`src/hdl/p2pd_pkg.sv`:
```
// Shared constants, codes and types for the message deframer.
`timescale 1ns / 1ps
`default_nettype none

package p2pd_pkg;

    localparam int HDR_LEN     = 24;
    localparam int MAGIC_OFS   = 0;
    localparam int CMD_OFS     = 4;
    localparam int CMD_HI_OFS  = 12;
    localparam int SIZE_OFS    = 16;
    localparam int CSUM_OFS    = 20;
    localparam int QUEUE_DEPTH = 4;

    typedef enum logic [1:0] {
        KIND_HEADER  = 2'd0,
        KIND_PAYLOAD = 2'd1,
        KIND_TRUNC   = 2'd2
    } kind_t;

    // One classified input byte: an optional header or payload result,
    // optionally followed by a truncation error.
    typedef struct packed {
        logic        has_main;
        logic        main_header;
        logic        main_last;
        logic        trunc;
        logic [7:0]  payload_byte;
        logic [31:0] magic;
        logic [63:0] command_low;
        logic [31:0] command_high;
        logic [31:0] payload_size;
        logic [31:0] checksum;
    } entry_t;

endpackage

`default_nettype wire

```
`src/hdl/p2pd_in_if.sv`:
```
// Input byte channel of the message deframer.
`timescale 1ns / 1ps
`default_nettype none

interface p2pd_in_if;
    logic       valid;
    logic       ready;
    logic [7:0] data_byte;
    logic       end_of_buffer;

    modport source (output valid, output data_byte, output end_of_buffer, input ready);
    modport sink   (input valid, input data_byte, input end_of_buffer, output ready);
endinterface

`default_nettype wire

```
`src/hdl/p2pd_out_if.sv`:
```
// Result channel of the message deframer.
`timescale 1ns / 1ps
`default_nettype none

interface p2pd_out_if;
    logic        valid;
    logic        ready;
    logic [1:0]  kind;
    logic [31:0] magic;
    logic [63:0] command_low;
    logic [31:0] command_high;
    logic [31:0] payload_size;
    logic [31:0] checksum;
    logic [7:0]  payload_byte;
    logic        last_of_message;

    modport source (
        output valid, output kind, output magic, output command_low,
        output command_high, output payload_size, output checksum,
        output payload_byte, output last_of_message, input ready
    );
    modport sink (
        input valid, input kind, input magic, input command_low,
        input command_high, input payload_size, input checksum,
        input payload_byte, input last_of_message, output ready
    );
endinterface

`default_nettype wire

```
`src/hdl/p2p_message_deframer.sv`:
```
// Top level of the message deframer: front end, item queue and back end.
//
// in_stream carries one received byte per item, with end_of_buffer on the
// final byte of a buffer. out_stream carries results: a header result once
// the 24th header byte arrives, one result per payload byte, and a
// truncation error when a buffer ends inside a header or payload.
// Both channels move an item when valid and ready are high at a clock edge.
// Throughput: one input byte per cycle while the queue has room. A byte that
// completes a header of nonzero size, or carries a payload byte other than
// the last, and also ends the buffer yields two results, which leave the
// output one after the other. A result is written into the queue at the
// input edge and then loaded into the output register once that is free.
// When the receiver stalls, the output register holds its result, the queue
// of QUEUE_DEPTH items fills, and in_stream.ready drops once it is full.
// Reset clears the header count, payload count, queue and output valid; the
// block then expects the first byte of a header.
`timescale 1ns / 1ps
`default_nettype none

module p2p_message_deframer #(
    parameter int QUEUE_DEPTH = p2pd_pkg::QUEUE_DEPTH
) (
    input  wire logic  clk,
    input  wire logic  rst_n,
    p2pd_in_if.sink    in_stream,
    p2pd_out_if.source out_stream
);

    logic             push_valid;
    logic             push_ready;
    p2pd_pkg::entry_t push_entry;
    logic             head_valid;
    logic             pop;
    p2pd_pkg::entry_t head_entry;

    p2pd_front u_front (
        .clk        (clk),
        .rst_n      (rst_n),
        .in_stream  (in_stream),
        .push_valid (push_valid),
        .push_ready (push_ready),
        .push_entry (push_entry)
    );

    p2pd_queue #(
        .DEPTH (QUEUE_DEPTH)
    ) u_queue (
        .clk        (clk),
        .rst_n      (rst_n),
        .push_valid (push_valid),
        .push_ready (push_ready),
        .push_entry (push_entry),
        .head_valid (head_valid),
        .pop        (pop),
        .head_entry (head_entry)
    );

    p2pd_back u_back (
        .clk        (clk),
        .rst_n      (rst_n),
        .head_valid (head_valid),
        .head_entry (head_entry),
        .pop        (pop),
        .out_stream (out_stream)
    );

endmodule

`default_nettype wire

```
`src/hdl/p2pd_front.sv`:
```
// Front end: takes bytes, gathers headers, counts payload, classifies each item.
`timescale 1ns / 1ps
`default_nettype none

module p2pd_front (
    input  wire logic            clk,
    input  wire logic            rst_n,
    p2pd_in_if.sink              in_stream,
    output logic                 push_valid,
    input  wire logic            push_ready,
    output p2pd_pkg::entry_t     push_entry
);

    localparam int CNT_W = $clog2(p2pd_pkg::HDR_LEN);

    logic                 in_payload_reg;
    logic                 in_payload_next;
    logic [CNT_W-1:0]     cnt_reg;
    logic [CNT_W-1:0]     cnt_next;
    logic [31:0]          left_reg;
    logic [31:0]          left_next;
    logic [7:0]           hdr_reg [p2pd_pkg::HDR_LEN-1];
    logic [8*p2pd_pkg::HDR_LEN-1:0] hdr_vec;
    logic [31:0]          size;
    logic                 hdr_done;
    logic                 accept;
    p2pd_pkg::entry_t     entry;

    assign in_stream.ready = push_ready;
    assign accept          = in_stream.valid && push_ready;

    // Last header byte comes straight from the input.
    always_comb
    begin
        for (int i = 0; i < p2pd_pkg::HDR_LEN - 1; i++)
        begin
            hdr_vec[8*i +: 8] = hdr_reg[i];
        end
        hdr_vec[8*(p2pd_pkg::HDR_LEN-1) +: 8] = in_stream.data_byte;
    end

    assign size     = hdr_vec[8*p2pd_pkg::SIZE_OFS +: 32];
    assign hdr_done = !in_payload_reg && (cnt_reg == CNT_W'(p2pd_pkg::HDR_LEN - 1));

    always_comb
    begin
        entry           = '0;
        in_payload_next = in_payload_reg;
        cnt_next        = cnt_reg;
        left_next       = left_reg;
        if (in_payload_reg)
        begin
            entry.has_main     = 1'b1;
            entry.payload_byte = in_stream.data_byte;
            left_next          = left_reg - 32'd1;
            if (left_reg == 32'd1)
            begin
                entry.main_last = 1'b1;
                in_payload_next = 1'b0;
            end
        end
        else if (hdr_done)
        begin
            entry.has_main     = 1'b1;
            entry.main_header  = 1'b1;
            entry.magic        = hdr_vec[8*p2pd_pkg::MAGIC_OFS +: 32];
            entry.command_low  = hdr_vec[8*p2pd_pkg::CMD_OFS +: 64];
            entry.command_high = hdr_vec[8*p2pd_pkg::CMD_HI_OFS +: 32];
            entry.payload_size = size;
            entry.checksum     = hdr_vec[8*p2pd_pkg::CSUM_OFS +: 32];
            cnt_next           = '0;
            left_next          = size;
            if (size == 32'd0)
            begin
                entry.main_last = 1'b1;
            end
            else
            begin
                in_payload_next = 1'b1;
            end
        end
        else
        begin
            cnt_next = cnt_reg + CNT_W'(1);
        end

        if (in_stream.end_of_buffer && (in_payload_next || cnt_next != '0))
        begin
            entry.trunc     = 1'b1;
            in_payload_next = 1'b0;
            cnt_next        = '0;
            left_next       = '0;
        end
    end

    assign push_entry = entry;
    assign push_valid = in_stream.valid && (entry.has_main || entry.trunc);

    always_ff @(posedge clk or negedge rst_n)
    begin
        if (!rst_n)
        begin
            in_payload_reg <= 1'b0;
            cnt_reg        <= '0;
            left_reg       <= '0;
        end
        else if (accept)
        begin
            in_payload_reg <= in_payload_next;
            cnt_reg        <= cnt_next;
            left_reg       <= left_next;
        end
    end

    always_ff @(posedge clk)
    begin
        if (accept && !in_payload_reg && (cnt_reg < CNT_W'(p2pd_pkg::HDR_LEN - 1)))
        begin
            hdr_reg[cnt_reg] <= in_stream.data_byte;
        end
    end

endmodule

`default_nettype wire

```
`src/hdl/p2pd_queue.sv`:
```
// Short queue of classified items between front and back end.
`timescale 1ns / 1ps
`default_nettype none

module p2pd_queue #(
    parameter int DEPTH = p2pd_pkg::QUEUE_DEPTH
) (
    input  wire logic             clk,
    input  wire logic             rst_n,
    input  wire logic             push_valid,
    output logic                  push_ready,
    input  wire p2pd_pkg::entry_t push_entry,
    output logic                  head_valid,
    input  wire logic             pop,
    output p2pd_pkg::entry_t      head_entry
);

    localparam int PTR_W = (DEPTH > 1) ? $clog2(DEPTH) : 1;
    localparam int CNT_W = $clog2(DEPTH + 1);

    p2pd_pkg::entry_t mem [DEPTH];
    logic [PTR_W-1:0] wr_ptr_reg;
    logic [PTR_W-1:0] wr_ptr_next;
    logic [PTR_W-1:0] rd_ptr_reg;
    logic [PTR_W-1:0] rd_ptr_next;
    logic [CNT_W-1:0] count_reg;
    logic [CNT_W-1:0] count_next;
    logic             do_push;
    logic             do_pop;

    assign push_ready = (count_reg != CNT_W'(DEPTH));
    assign head_valid = (count_reg != '0);
    assign head_entry = mem[rd_ptr_reg];
    assign do_push    = push_valid && push_ready;
    assign do_pop     = pop && head_valid;

    always_comb
    begin
        wr_ptr_next = wr_ptr_reg;
        rd_ptr_next = rd_ptr_reg;
        count_next  = count_reg;
        if (do_push)
        begin
            wr_ptr_next = (wr_ptr_reg == PTR_W'(DEPTH - 1)) ? '0 : wr_ptr_reg + PTR_W'(1);
        end
        if (do_pop)
        begin
            rd_ptr_next = (rd_ptr_reg == PTR_W'(DEPTH - 1)) ? '0 : rd_ptr_reg + PTR_W'(1);
        end
        if (do_push && !do_pop)
        begin
            count_next = count_reg + CNT_W'(1);
        end
        else if (do_pop && !do_push)
        begin
            count_next = count_reg - CNT_W'(1);
        end
    end

    always_ff @(posedge clk or negedge rst_n)
    begin
        if (!rst_n)
        begin
            wr_ptr_reg <= '0;
            rd_ptr_reg <= '0;
            count_reg  <= '0;
        end
        else
        begin
            wr_ptr_reg <= wr_ptr_next;
            rd_ptr_reg <= rd_ptr_next;
            count_reg  <= count_next;
        end
    end

    always_ff @(posedge clk)
    begin
        if (do_push)
        begin
            mem[wr_ptr_reg] <= push_entry;
        end
    end

endmodule

`default_nettype wire

```
`src/hdl/p2pd_back.sv`:
```
// Back end: expands queued items into results and holds the output register.
`timescale 1ns / 1ps
`default_nettype none

module p2pd_back (
    input  wire logic             clk,
    input  wire logic             rst_n,
    input  wire logic             head_valid,
    input  wire p2pd_pkg::entry_t head_entry,
    output logic                  pop,
    p2pd_out_if.source            out_stream
);

    logic                 phase_reg;
    logic                 phase_next;
    logic                 out_valid_reg;
    logic                 out_valid_next;
    logic                 show_main;
    logic                 load;
    p2pd_pkg::kind_t      kind_next;
    p2pd_pkg::kind_t      kind_reg;
    logic [31:0]          magic_reg;
    logic [63:0]          command_low_reg;
    logic [31:0]          command_high_reg;
    logic [31:0]          payload_size_reg;
    logic [31:0]          checksum_reg;
    logic [7:0]           payload_byte_reg;
    logic                 last_reg;

    // phase_reg set: main result of the head item is out, its truncation is next.
    assign show_main = head_entry.has_main && !phase_reg;
    assign load      = head_valid && (!out_valid_reg || out_stream.ready);
    assign pop       = load && !(show_main && head_entry.trunc);

    always_comb
    begin
        if (!show_main)
        begin
            kind_next = p2pd_pkg::KIND_TRUNC;
        end
        else if (head_entry.main_header)
        begin
            kind_next = p2pd_pkg::KIND_HEADER;
        end
        else
        begin
            kind_next = p2pd_pkg::KIND_PAYLOAD;
        end
    end

    always_comb
    begin
        phase_next     = phase_reg;
        out_valid_next = out_valid_reg;
        if (load)
        begin
            phase_next     = show_main && head_entry.trunc;
            out_valid_next = 1'b1;
        end
        else if (out_stream.ready)
        begin
            out_valid_next = 1'b0;
        end
    end

    always_ff @(posedge clk or negedge rst_n)
    begin
        if (!rst_n)
        begin
            phase_reg     <= 1'b0;
            out_valid_reg <= 1'b0;
        end
        else
        begin
            phase_reg     <= phase_next;
            out_valid_reg <= out_valid_next;
        end
    end

    always_ff @(posedge clk)
    begin
        if (load)
        begin
            kind_reg <= kind_next;
            if (show_main)
            begin
                magic_reg        <= head_entry.magic;
                command_low_reg  <= head_entry.command_low;
                command_high_reg <= head_entry.command_high;
                payload_size_reg <= head_entry.payload_size;
                checksum_reg     <= head_entry.checksum;
                payload_byte_reg <= head_entry.payload_byte;
                last_reg         <= head_entry.main_last;
            end
            else
            begin
                magic_reg        <= '0;
                command_low_reg  <= '0;
                command_high_reg <= '0;
                payload_size_reg <= '0;
                checksum_reg     <= '0;
                payload_byte_reg <= '0;
                last_reg         <= 1'b1;
            end
        end
    end

    assign out_stream.valid           = out_valid_reg;
    assign out_stream.kind            = kind_reg;
    assign out_stream.magic           = magic_reg;
    assign out_stream.command_low     = command_low_reg;
    assign out_stream.command_high    = command_high_reg;
    assign out_stream.payload_size    = payload_size_reg;
    assign out_stream.checksum        = checksum_reg;
    assign out_stream.payload_byte    = payload_byte_reg;
    assign out_stream.last_of_message = last_reg;

endmodule

`default_nettype wire

```
`src/flat_wrapper.sv`:
```
// flat-port wrapper written by rule: the top's interface ports become plain ports
module p2p_message_deframer_flat 
#(
    parameter int QUEUE_DEPTH = p2pd_pkg::QUEUE_DEPTH
)
  (clk, rst_n, in_stream_valid, in_stream_data_byte, in_stream_end_of_buffer, in_stream_ready, out_stream_valid, out_stream_kind, out_stream_magic, out_stream_command_low, out_stream_command_high, out_stream_payload_size, out_stream_checksum, out_stream_payload_byte, out_stream_last_of_message, out_stream_ready);
  p2pd_in_if in_stream_i ();
  p2pd_out_if out_stream_i ();
  input  wire logic clk;
  input  wire logic rst_n;
  input wire logic [$bits(in_stream_i.valid)-1:0] in_stream_valid;
  input wire logic [$bits(in_stream_i.data_byte)-1:0] in_stream_data_byte;
  input wire logic [$bits(in_stream_i.end_of_buffer)-1:0] in_stream_end_of_buffer;
  output wire logic [$bits(in_stream_i.ready)-1:0] in_stream_ready;
  output wire logic [$bits(out_stream_i.valid)-1:0] out_stream_valid;
  output wire logic [$bits(out_stream_i.kind)-1:0] out_stream_kind;
  output wire logic [$bits(out_stream_i.magic)-1:0] out_stream_magic;
  output wire logic [$bits(out_stream_i.command_low)-1:0] out_stream_command_low;
  output wire logic [$bits(out_stream_i.command_high)-1:0] out_stream_command_high;
  output wire logic [$bits(out_stream_i.payload_size)-1:0] out_stream_payload_size;
  output wire logic [$bits(out_stream_i.checksum)-1:0] out_stream_checksum;
  output wire logic [$bits(out_stream_i.payload_byte)-1:0] out_stream_payload_byte;
  output wire logic [$bits(out_stream_i.last_of_message)-1:0] out_stream_last_of_message;
  input wire logic [$bits(out_stream_i.ready)-1:0] out_stream_ready;
  assign in_stream_i.valid = in_stream_valid;
  assign in_stream_i.data_byte = in_stream_data_byte;
  assign in_stream_i.end_of_buffer = in_stream_end_of_buffer;
  assign in_stream_ready = in_stream_i.ready;
  assign out_stream_valid = out_stream_i.valid;
  assign out_stream_kind = out_stream_i.kind;
  assign out_stream_magic = out_stream_i.magic;
  assign out_stream_command_low = out_stream_i.command_low;
  assign out_stream_command_high = out_stream_i.command_high;
  assign out_stream_payload_size = out_stream_i.payload_size;
  assign out_stream_checksum = out_stream_i.checksum;
  assign out_stream_payload_byte = out_stream_i.payload_byte;
  assign out_stream_last_of_message = out_stream_i.last_of_message;
  assign out_stream_i.ready = out_stream_ready;
  p2p_message_deframer #(.QUEUE_DEPTH(QUEUE_DEPTH)) u_core (.clk(clk), .rst_n(rst_n), .in_stream(in_stream_i), .out_stream(out_stream_i));
endmodule
```
`config.mk`:
```
export PLATFORM = sky130hd
export DESIGN_NAME = p2p_message_deframer_flat
export DESIGN_NICKNAME = d
export VERILOG_FILES = /design/src/hdl/p2pd_pkg.sv /design/src/hdl/p2pd_in_if.sv /design/src/hdl/p2pd_out_if.sv /design/src/hdl/p2p_message_deframer.sv /design/src/hdl/p2pd_front.sv /design/src/hdl/p2pd_queue.sv /design/src/hdl/p2pd_back.sv /design/src/flat_wrapper.sv
export SDC_FILE = /design/constraint.sdc
export NUM_CORES = 1
export LEC_CHECK = 0
export BUFFER_PORTS_ARGS = -buffer_cell sky130_fd_sc_hd__buf_2
export CAP_MARGIN = 25
export CORE_UTILIZATION = 40
export CTS_CLUSTER_DIAMETER = 100
export CTS_CLUSTER_SIZE = 28
export DETAILED_ROUTE_END_ITERATION = 6
export PLACE_DENSITY_LB_ADDON = 0.05
export SLEW_MARGIN = 20
export SYNTH_ARGS = -nofsm -noshare
export SYNTH_HDL_FRONTEND = slang
export SYNTH_SLANG_ARGS = --single-unit
```
`constraint.sdc`:
```
create_clock -name clk -period 15.9 [get_ports clk]
set_input_delay 4.77 -clock clk [delete_from_list [all_inputs] [get_ports clk]]
set_output_delay 4.77 -clock clk [all_outputs]
set_load 0.01 [all_outputs]
```
# ---- After elaboration in Yosys (flattened, before gate mapping)
# Memories as Yosys holds them, arrays and structs flattened.
# Cells that the tools add are included.
dict set report totals {
  ff_bits 250
  ram_bits 1000
  out_inout_bits 205
  wordCells 92
  mem_count 2
}
# memory words word_bits read_ports rd_clocked_by_memory_dff write_ports line_no
set mem_list {}
lappend mem_list {u_core.u_queue.mem 4 204 1 0 1 p2pd_queue.sv:21} ;# p2pd_pkg::entry_t mem [DEPTH];
lappend mem_list {u_core.u_front.hdr_reg 23 8 23 0 1 p2pd_front.sv:22} ;# logic [7:0] hdr_reg [p2pd_pkg::HDR_LEN-1];
dict set report classes {
  addsub 6
  order_cmp 1
  n_eq_ne 5
  mux 32
  reduce_logical 30
}
# operator n
set ops {}
lappend ops {{192-bit 2-to-1 mux} 2}
lappend ops {{32-bit 2-to-1 mux} 3}
lappend ops {{32-bit by 1-bit == test with 1-bit output (second input constant)} 1}
lappend ops {{32-bit logical NOT} 1}
lappend ops {{32-bit by 1-bit subtractor with 32-bit output (second input constant)} 1}
lappend ops {{1-bit 2-to-1 mux} 18}
lappend ops {{5-bit 2-to-1 mux} 3}
lappend ops {{1-bit logical AND} 14}
lappend ops {{3-bit 2-to-1 mux} 3}
lappend ops {{8-bit 2-to-1 mux} 1}
lappend ops {{1-bit logical NOT} 6}
lappend ops {{3-bit nonzero test} 2}
lappend ops {{5-bit by 1-bit adder with 5-bit output (second input constant)} 1}
lappend ops {{5-bit == test (second input constant)} 1}
lappend ops {{5-bit less-than comparator (second input constant)} 1}
lappend ops {{5-bit nonzero test} 1}
lappend ops {{2-bit by 1-bit adder with 2-bit output (second input constant)} 2}
lappend ops {{2-bit == test (second input constant)} 2}
lappend ops {{2-bit 2-to-1 mux} 2}
lappend ops {{2-bit nonzero test} 2}
lappend ops {{3-bit by 1-bit adder with 3-bit output (second input constant)} 1}
lappend ops {{1-bit logical OR} 3}
lappend ops {{3-bit inequality test (second input constant)} 1}
lappend ops {{3-bit by 1-bit subtractor with 3-bit output (second input constant)} 1}
lappend ops {{2-bit AND reduction} 1}

# ---- Logic depth before layout (Yosys ltp)
dict set report depth {
  word_depth 15
  mapped_depth 14
  depth_no_buf 13
}

# ---- Cells and area by module
# From an unflattened synthesis, not the netlist that was laid out.
dict set report unflattened {
  cells_unflattened 2325
  hier_area_um2 47314.1
}
# mod n_inst cells_per_inst area_per_inst_um2 seq_area_each_um2
set modules_own_cells {}
lappend modules_own_cells {p2pd_queue 1 1103 29852.4 24678.7}
lappend modules_own_cells {p2pd_front 1 784 9877.0 6476.2}
lappend modules_own_cells {p2pd_back 1 438 7584.8 6145.9}

# ---- Worst setup path before layout
# Ideal clock, no wire load.
dict set report synth_path {
  path_type {input-to-reg}
  startpoint {in out_stream_ready}
  endpoint {reg u_core.u_queue.count_reg[1]}
  setup_ns 0.125
  arrival_time_ns 17.752
  t_required_ns 15.775
  slack_ns -1.977
  path_stages 7
  path_cell_list {inv_1 > a21oi_1 > o21ai_1 > ha_1 > inv_1 > fa_1 > mux2_2}
}
dict set report synth_between {
  elab_chain_cells 7
  elab_cells_between_ends 9
  cone_classes {mux: 1; reduce/logical: 8}
}
# element line_no
set synth_lines {}
lappend synth_lines {{from (decl)} flat_wrapper.sv:24} ;# input wire logic [$bits(out_stream_i.ready)-1:0] out_stream_ready;
lappend synth_lines {{1-bit logical OR} p2pd_back.sv:32} ;# assign load = head_valid && (!out_valid_reg || out_stream.ready);
lappend synth_lines {{1-bit logical AND} p2pd_back.sv:32}
lappend synth_lines {{named net u_core.u_back.load} p2pd_back.sv:19} ;# logic load;
lappend synth_lines {{1-bit logical AND} p2pd_back.sv:33} ;# assign pop = load && !(show_main && head_entry.trunc);
lappend synth_lines {{1-bit logical AND} p2pd_queue.sv:35} ;# assign do_pop = pop && head_valid;
lappend synth_lines {{1-bit logical NOT} p2pd_queue.sv:50} ;# if (do_push && !do_pop)
lappend synth_lines {{1-bit logical AND} p2pd_queue.sv:50}
lappend synth_lines {{3-bit 2-to-1 mux} p2pd_queue.sv:50}
lappend synth_lines {{named net u_core.u_queue.count_next[1]} p2pd_queue.sv:27} ;# logic [CNT_W-1:0] count_next;
lappend synth_lines {{to (signal assigned)} p2pd_queue.sv:72} ;# count_reg <= count_next;
lappend synth_lines {{to (decl)} p2pd_queue.sv:26} ;# logic [CNT_W-1:0] count_reg;
# The timed path passes the listed nets, and every way through them passes these cells.
# A chain may end at the register's enable or synchronous reset.

# ---- Worst setup path in the final report
dict set report layout_path {
  startpoint {in in_stream_valid}
  endpoint {mem u_core.u_queue.mem[2][76] (netlist name) (enable)}
}
dict set report layout_between {
  elab_chain_cells 4
}
# element line_no
set layout_lines {}
lappend layout_lines {{from (decl)} flat_wrapper.sv:11} ;# input wire logic [$bits(in_stream_i.valid)-1:0] in_stream_valid;
lappend layout_lines {{1-bit logical AND} p2pd_front.sv:97} ;# assign push_valid = in_stream.valid && (entry.has_main || entry.trunc);
lappend layout_lines {{1-bit logical AND} p2pd_queue.sv:34} ;# assign do_push = push_valid && push_ready;
lappend layout_lines {{named net u_core.u_queue.do_push} p2pd_queue.sv:28} ;# logic do_push;
lappend layout_lines {{1-bit 2-to-1 mux} p2pd_queue.sv:78} ;# if (do_push)
lappend layout_lines {{1-bit 2-to-1 mux (implied by the code)} p2pd_queue.sv:80} ;# mem[wr_ptr_reg] <= push_entry;
lappend layout_lines {{to (decl)} p2pd_queue.sv:21}
# The timed path passes the listed nets, and every way through them passes these cells.

==> results.md <==
* Via count of the first global-routing pass at 22,800
* Root buffer cell: sky130_fd_sc_hd__clkbuf_16
* Critical path's most frequent cell: sky130_fd_sc_hd__buf_4
* Total via count in the routed design at 22,000
* Hold crit path type: flop to flop
* Critical-path maximum fanout at 58
* Power Dens Cells at 161 mW/mm2
* RSZ-0062 raised after global routing: false
* Clock edge transition at the registers on the reported setup and hold paths at 0.11 ns
* Commonest cells after routing, fill and taps aside: 1,203 x sky130_fd_sc_hd__edfxtp_1, 215 x sky130_fd_sc_hd__buf_2, 206 x sky130_fd_sc_hd__nor2b_1
* Cell class contributing the biggest share of worst-path delay: buffers and inverters
* Post-CTS Setup Inserts at 0
* Final count of negative-setup-slack endpoints at 0
* First DRT Iteration DRCs at 1,707
* Setup Crit Path Kind: input port to flop
* CTS tree: done
* Die X at 345 um
* GRT overflow at 0
* Worst clock skew at 0.0464 ns
* Kind of start point of the critical path: input port
* Worst slew pin tran at 1.13 ns
* Effective utilization at floorplan at 40.4%
* Pin count of the biggest net entering global routing at 153
* Pins Over Slew Limit at 0
* Mean Syn Cell Area at 20.2 um2
* Crit path buf inv count at 5
* Routability Congestion at 0.780
* Global-route wire length before repair at 161,000 um
* CTS sink count at 1,250
* Floorplan die area at 0.119 mm2
* Max Fclk at 124 MHz
* Accumulated negative setup slack at 0 ns
* DR pass1 iterations at 5
* Post-cts resize count at 0
* Static leakage at 17.7 nW
* Post-synth ARST share at 3.76%
* Most used DFF post-synth: sky130_fd_sc_hd__edfxtp_1
* Warnings from Yosys at 0
* DRC at 0
* Rel. slew slack at 24.5%
* Ratio of final minimum period to clock period at 50.5%
* Number of vias per cell after detailed routing at 5.42
* Floorplan core area at 0.117 mm2
* Run status: completed
* H-Tree Depth at 2
* Number of flops mapped to enable cells by yosys at 1,203
* GR Util All Layers at 18.4%
* Area overhead of the layout relative to synthesis at 9.39%
* Die extent in y at 345 um
* Hpwl dp at 63,300 um
* Routed Wire Length at 110,000 um
* Core Rows at 125
* Buffers on Ports at 217
* Unique masters post-synth at 69
* Slowest cell on the critical path: sky130_fd_sc_hd__buf_4
* Kind of capture point of the worst setup path: flop
* Mapped Cells at 2,334
* Number of buffers added by the clock tree synthesis step at 51
* Sequential-to-total area share from yosys stat at 79.2%
* Most frequent standard cell in the layout excluding fill and tap cells: sky130_fd_sc_hd__edfxtp_1
* Data required time at the worst endpoint at 16.21 ns
* Routed length per instance at 27.2 um
* Overall power of the completed layout at 0.00830 W
* Layout Nets at 2,535
* Number of antenna violations at the first check in global routing at 7
* Instance area after placement at 0.0501 mm2
* Maximum number of buffers from clock root to sink at 3
* Max-Cap Viols at 0
* Post-route antenna net violation count at 0
* Area of the mapped netlist at 0.0471 mm2
* Share of final-layout standard cells stronger than drive strength 1 at 22.0%
* Source-to-sink clock delay at the later pin of the worst-skew pair at 0.71 ns
* Shortest period the worst path allows at 8.04 ns
* CP Cell Sequence: buf_2 -> nand2_1 -> nor2_1 -> a31oi_4 -> buf_4 -> inv_2 -> and2_4 -> buf_4 -> buf_4
* Flip-flop count of the largest register after layout at 816
* Number of top-level pins at 218
* Number of buffers added to fix hold violations after cts at 0
* Worst ir drop on vdd at 250 uV
* Final count of hold timing violations at 0
* Maximum cell stage delay along the critical path at 0.81 ns
* Syn nets at 2,360
* Final non-filler cell area at 0.0515 mm2
* CP Data Arrival Time at 8.34 ns
* Synth Register Bits at 1,250
[per-stage QoR]
stage / worst slack, ns / util (%) / hold WS (ns) / cells
finish: 7.86 / 44.2 / 0.502 / 4059
detailed placement: 7.06 / 43.0 / 0.481 / 3980
floorplan: 3.24 / - / 0.456 / 2334
global placement: 7.06 / 42.8 / 0.475 / 3974
global route: 7.60 / 44.2 / 0.513 / 4057
CTS: 7.80 / 44.2 / 0.502 / 4057
[area by class of cell]
cell class | instances | area, um2
Sequential cell | 1250 | 37300
Clock inverter | 8 | 96.3
Tap cell | 1524 | 1910
Multi-Input combinational cell | 932 | 9250
Clock buffer | 69 | 1380
Inverter | 17 | 63.8
Antenna cell | 2 | 5.00
Fill cell | 10100 | 65000
Timing Repair Buffer | 257 | 1530
[final timing paths]
check | to | cells after the start | slack (ns) | startpoint
max in group asynchronous | u_core.u_queue.rd_ptr_reg[0]$_DFFE_PN0P_ | 2 | 11.19 | rst_n
worst max register to register | u_core.u_queue.mem[2][76]$_DFFE_PP_ | 11 | 10.53 | u_core.u_front.in_payload_reg$_DFFE_PN0P_
worst min-delay path | u_core.u_queue.count_reg[2]$_DFFE_PN0P_ | 1 | 0.50 | u_core.u_queue.count_reg[2]$_DFFE_PN0P_
worst max-delay path | u_core.u_queue.mem[2][76]$_DFFE_PP_ | 9 | 7.86 | in_stream_valid
min in group asynchronous | u_core.u_back.phase_reg$_DFFE_PN0P_ | 2 | 4.18 | rst_n
worst min register to register | u_core.u_queue.count_reg[2]$_DFFE_PN0P_ | 1 | 0.50 | u_core.u_queue.count_reg[2]$_DFFE_PN0P_
[worst reg2reg max path, delay by kind of cell, from the launching register on]
family / cells / cell delay (ns)
flops: 1 / 0.56
compound gates: 2 / 0.29
simple gates: 2 / 1.01
buf+inv: 7 / 3.03
[power breakdown]
group          switching [W]  leakage, nW  internal, W
clock               0.000987        0.710     0.000633
combinational        0.00136         4.83     0.000896
sequential          0.000183         12.1      0.00424
total                0.00253         17.7      0.00577
[metal layers]
layer,up-vias,global-route usage (%),wire (um)
met4,0,3.65,1710
met5,-,0,0
met2,482,30.4,54100
met3,88,1.89,4290
met1,11800,26.6,50200
li1,9599,-,-
[cells in the mapped netlist (9+ instances only)]
cell type	count	area, um2
sky130_fd_sc_hd__and3_1	197	1230
sky130_fd_sc_hd__buf_2	22	110
sky130_fd_sc_hd__a21oi_1	18	90.1
sky130_fd_sc_hd__o22ai_1	20	125
sky130_fd_sc_hd__nand3_1	9	45.0
sky130_fd_sc_hd__inv_1	16	60.1
sky130_fd_sc_hd__nor2_1	51	191
sky130_fd_sc_hd__o41ai_1	13	114
sky130_fd_sc_hd__nor2b_1	207	1290
sky130_fd_sc_hd__nand2_1	47	176
sky130_fd_sc_hd__nor4_1	14	87.6
sky130_fd_sc_hd__and2_1	15	93.8
sky130_fd_sc_hd__ha_1	12	150
sky130_fd_sc_hd__clkbuf_1	106	398
sky130_fd_sc_hd__edfxtp_1	1203	36100
sky130_fd_sc_hd__nor3_1	19	95.1
sky130_fd_sc_hd__dfrtp_1	47	1180
sky130_fd_sc_hd__mux4_2	204	4590
sky130_fd_sc_hd__o21ai_0	13	65.1
sky130_fd_sc_hd__o211ai_1	12	90.1
[cells by family (layout without fill, tap and decap cells)]
kind of cell	count (synthesis)	in the layout	share of synthesized area (%)
and+or+nand+nor	594	594	7.45
AOI/OAI and AO/OA	111	111	1.73
adders and majority gates	13	13	0.361
xor gates and xnor gates	4	4	0.0744
muxes	210	210	9.89
other	0	2	0
buffers and inverters	152	351	1.30
DFF	1250	1250	79.2
Power figures use the tool's default switching activity.
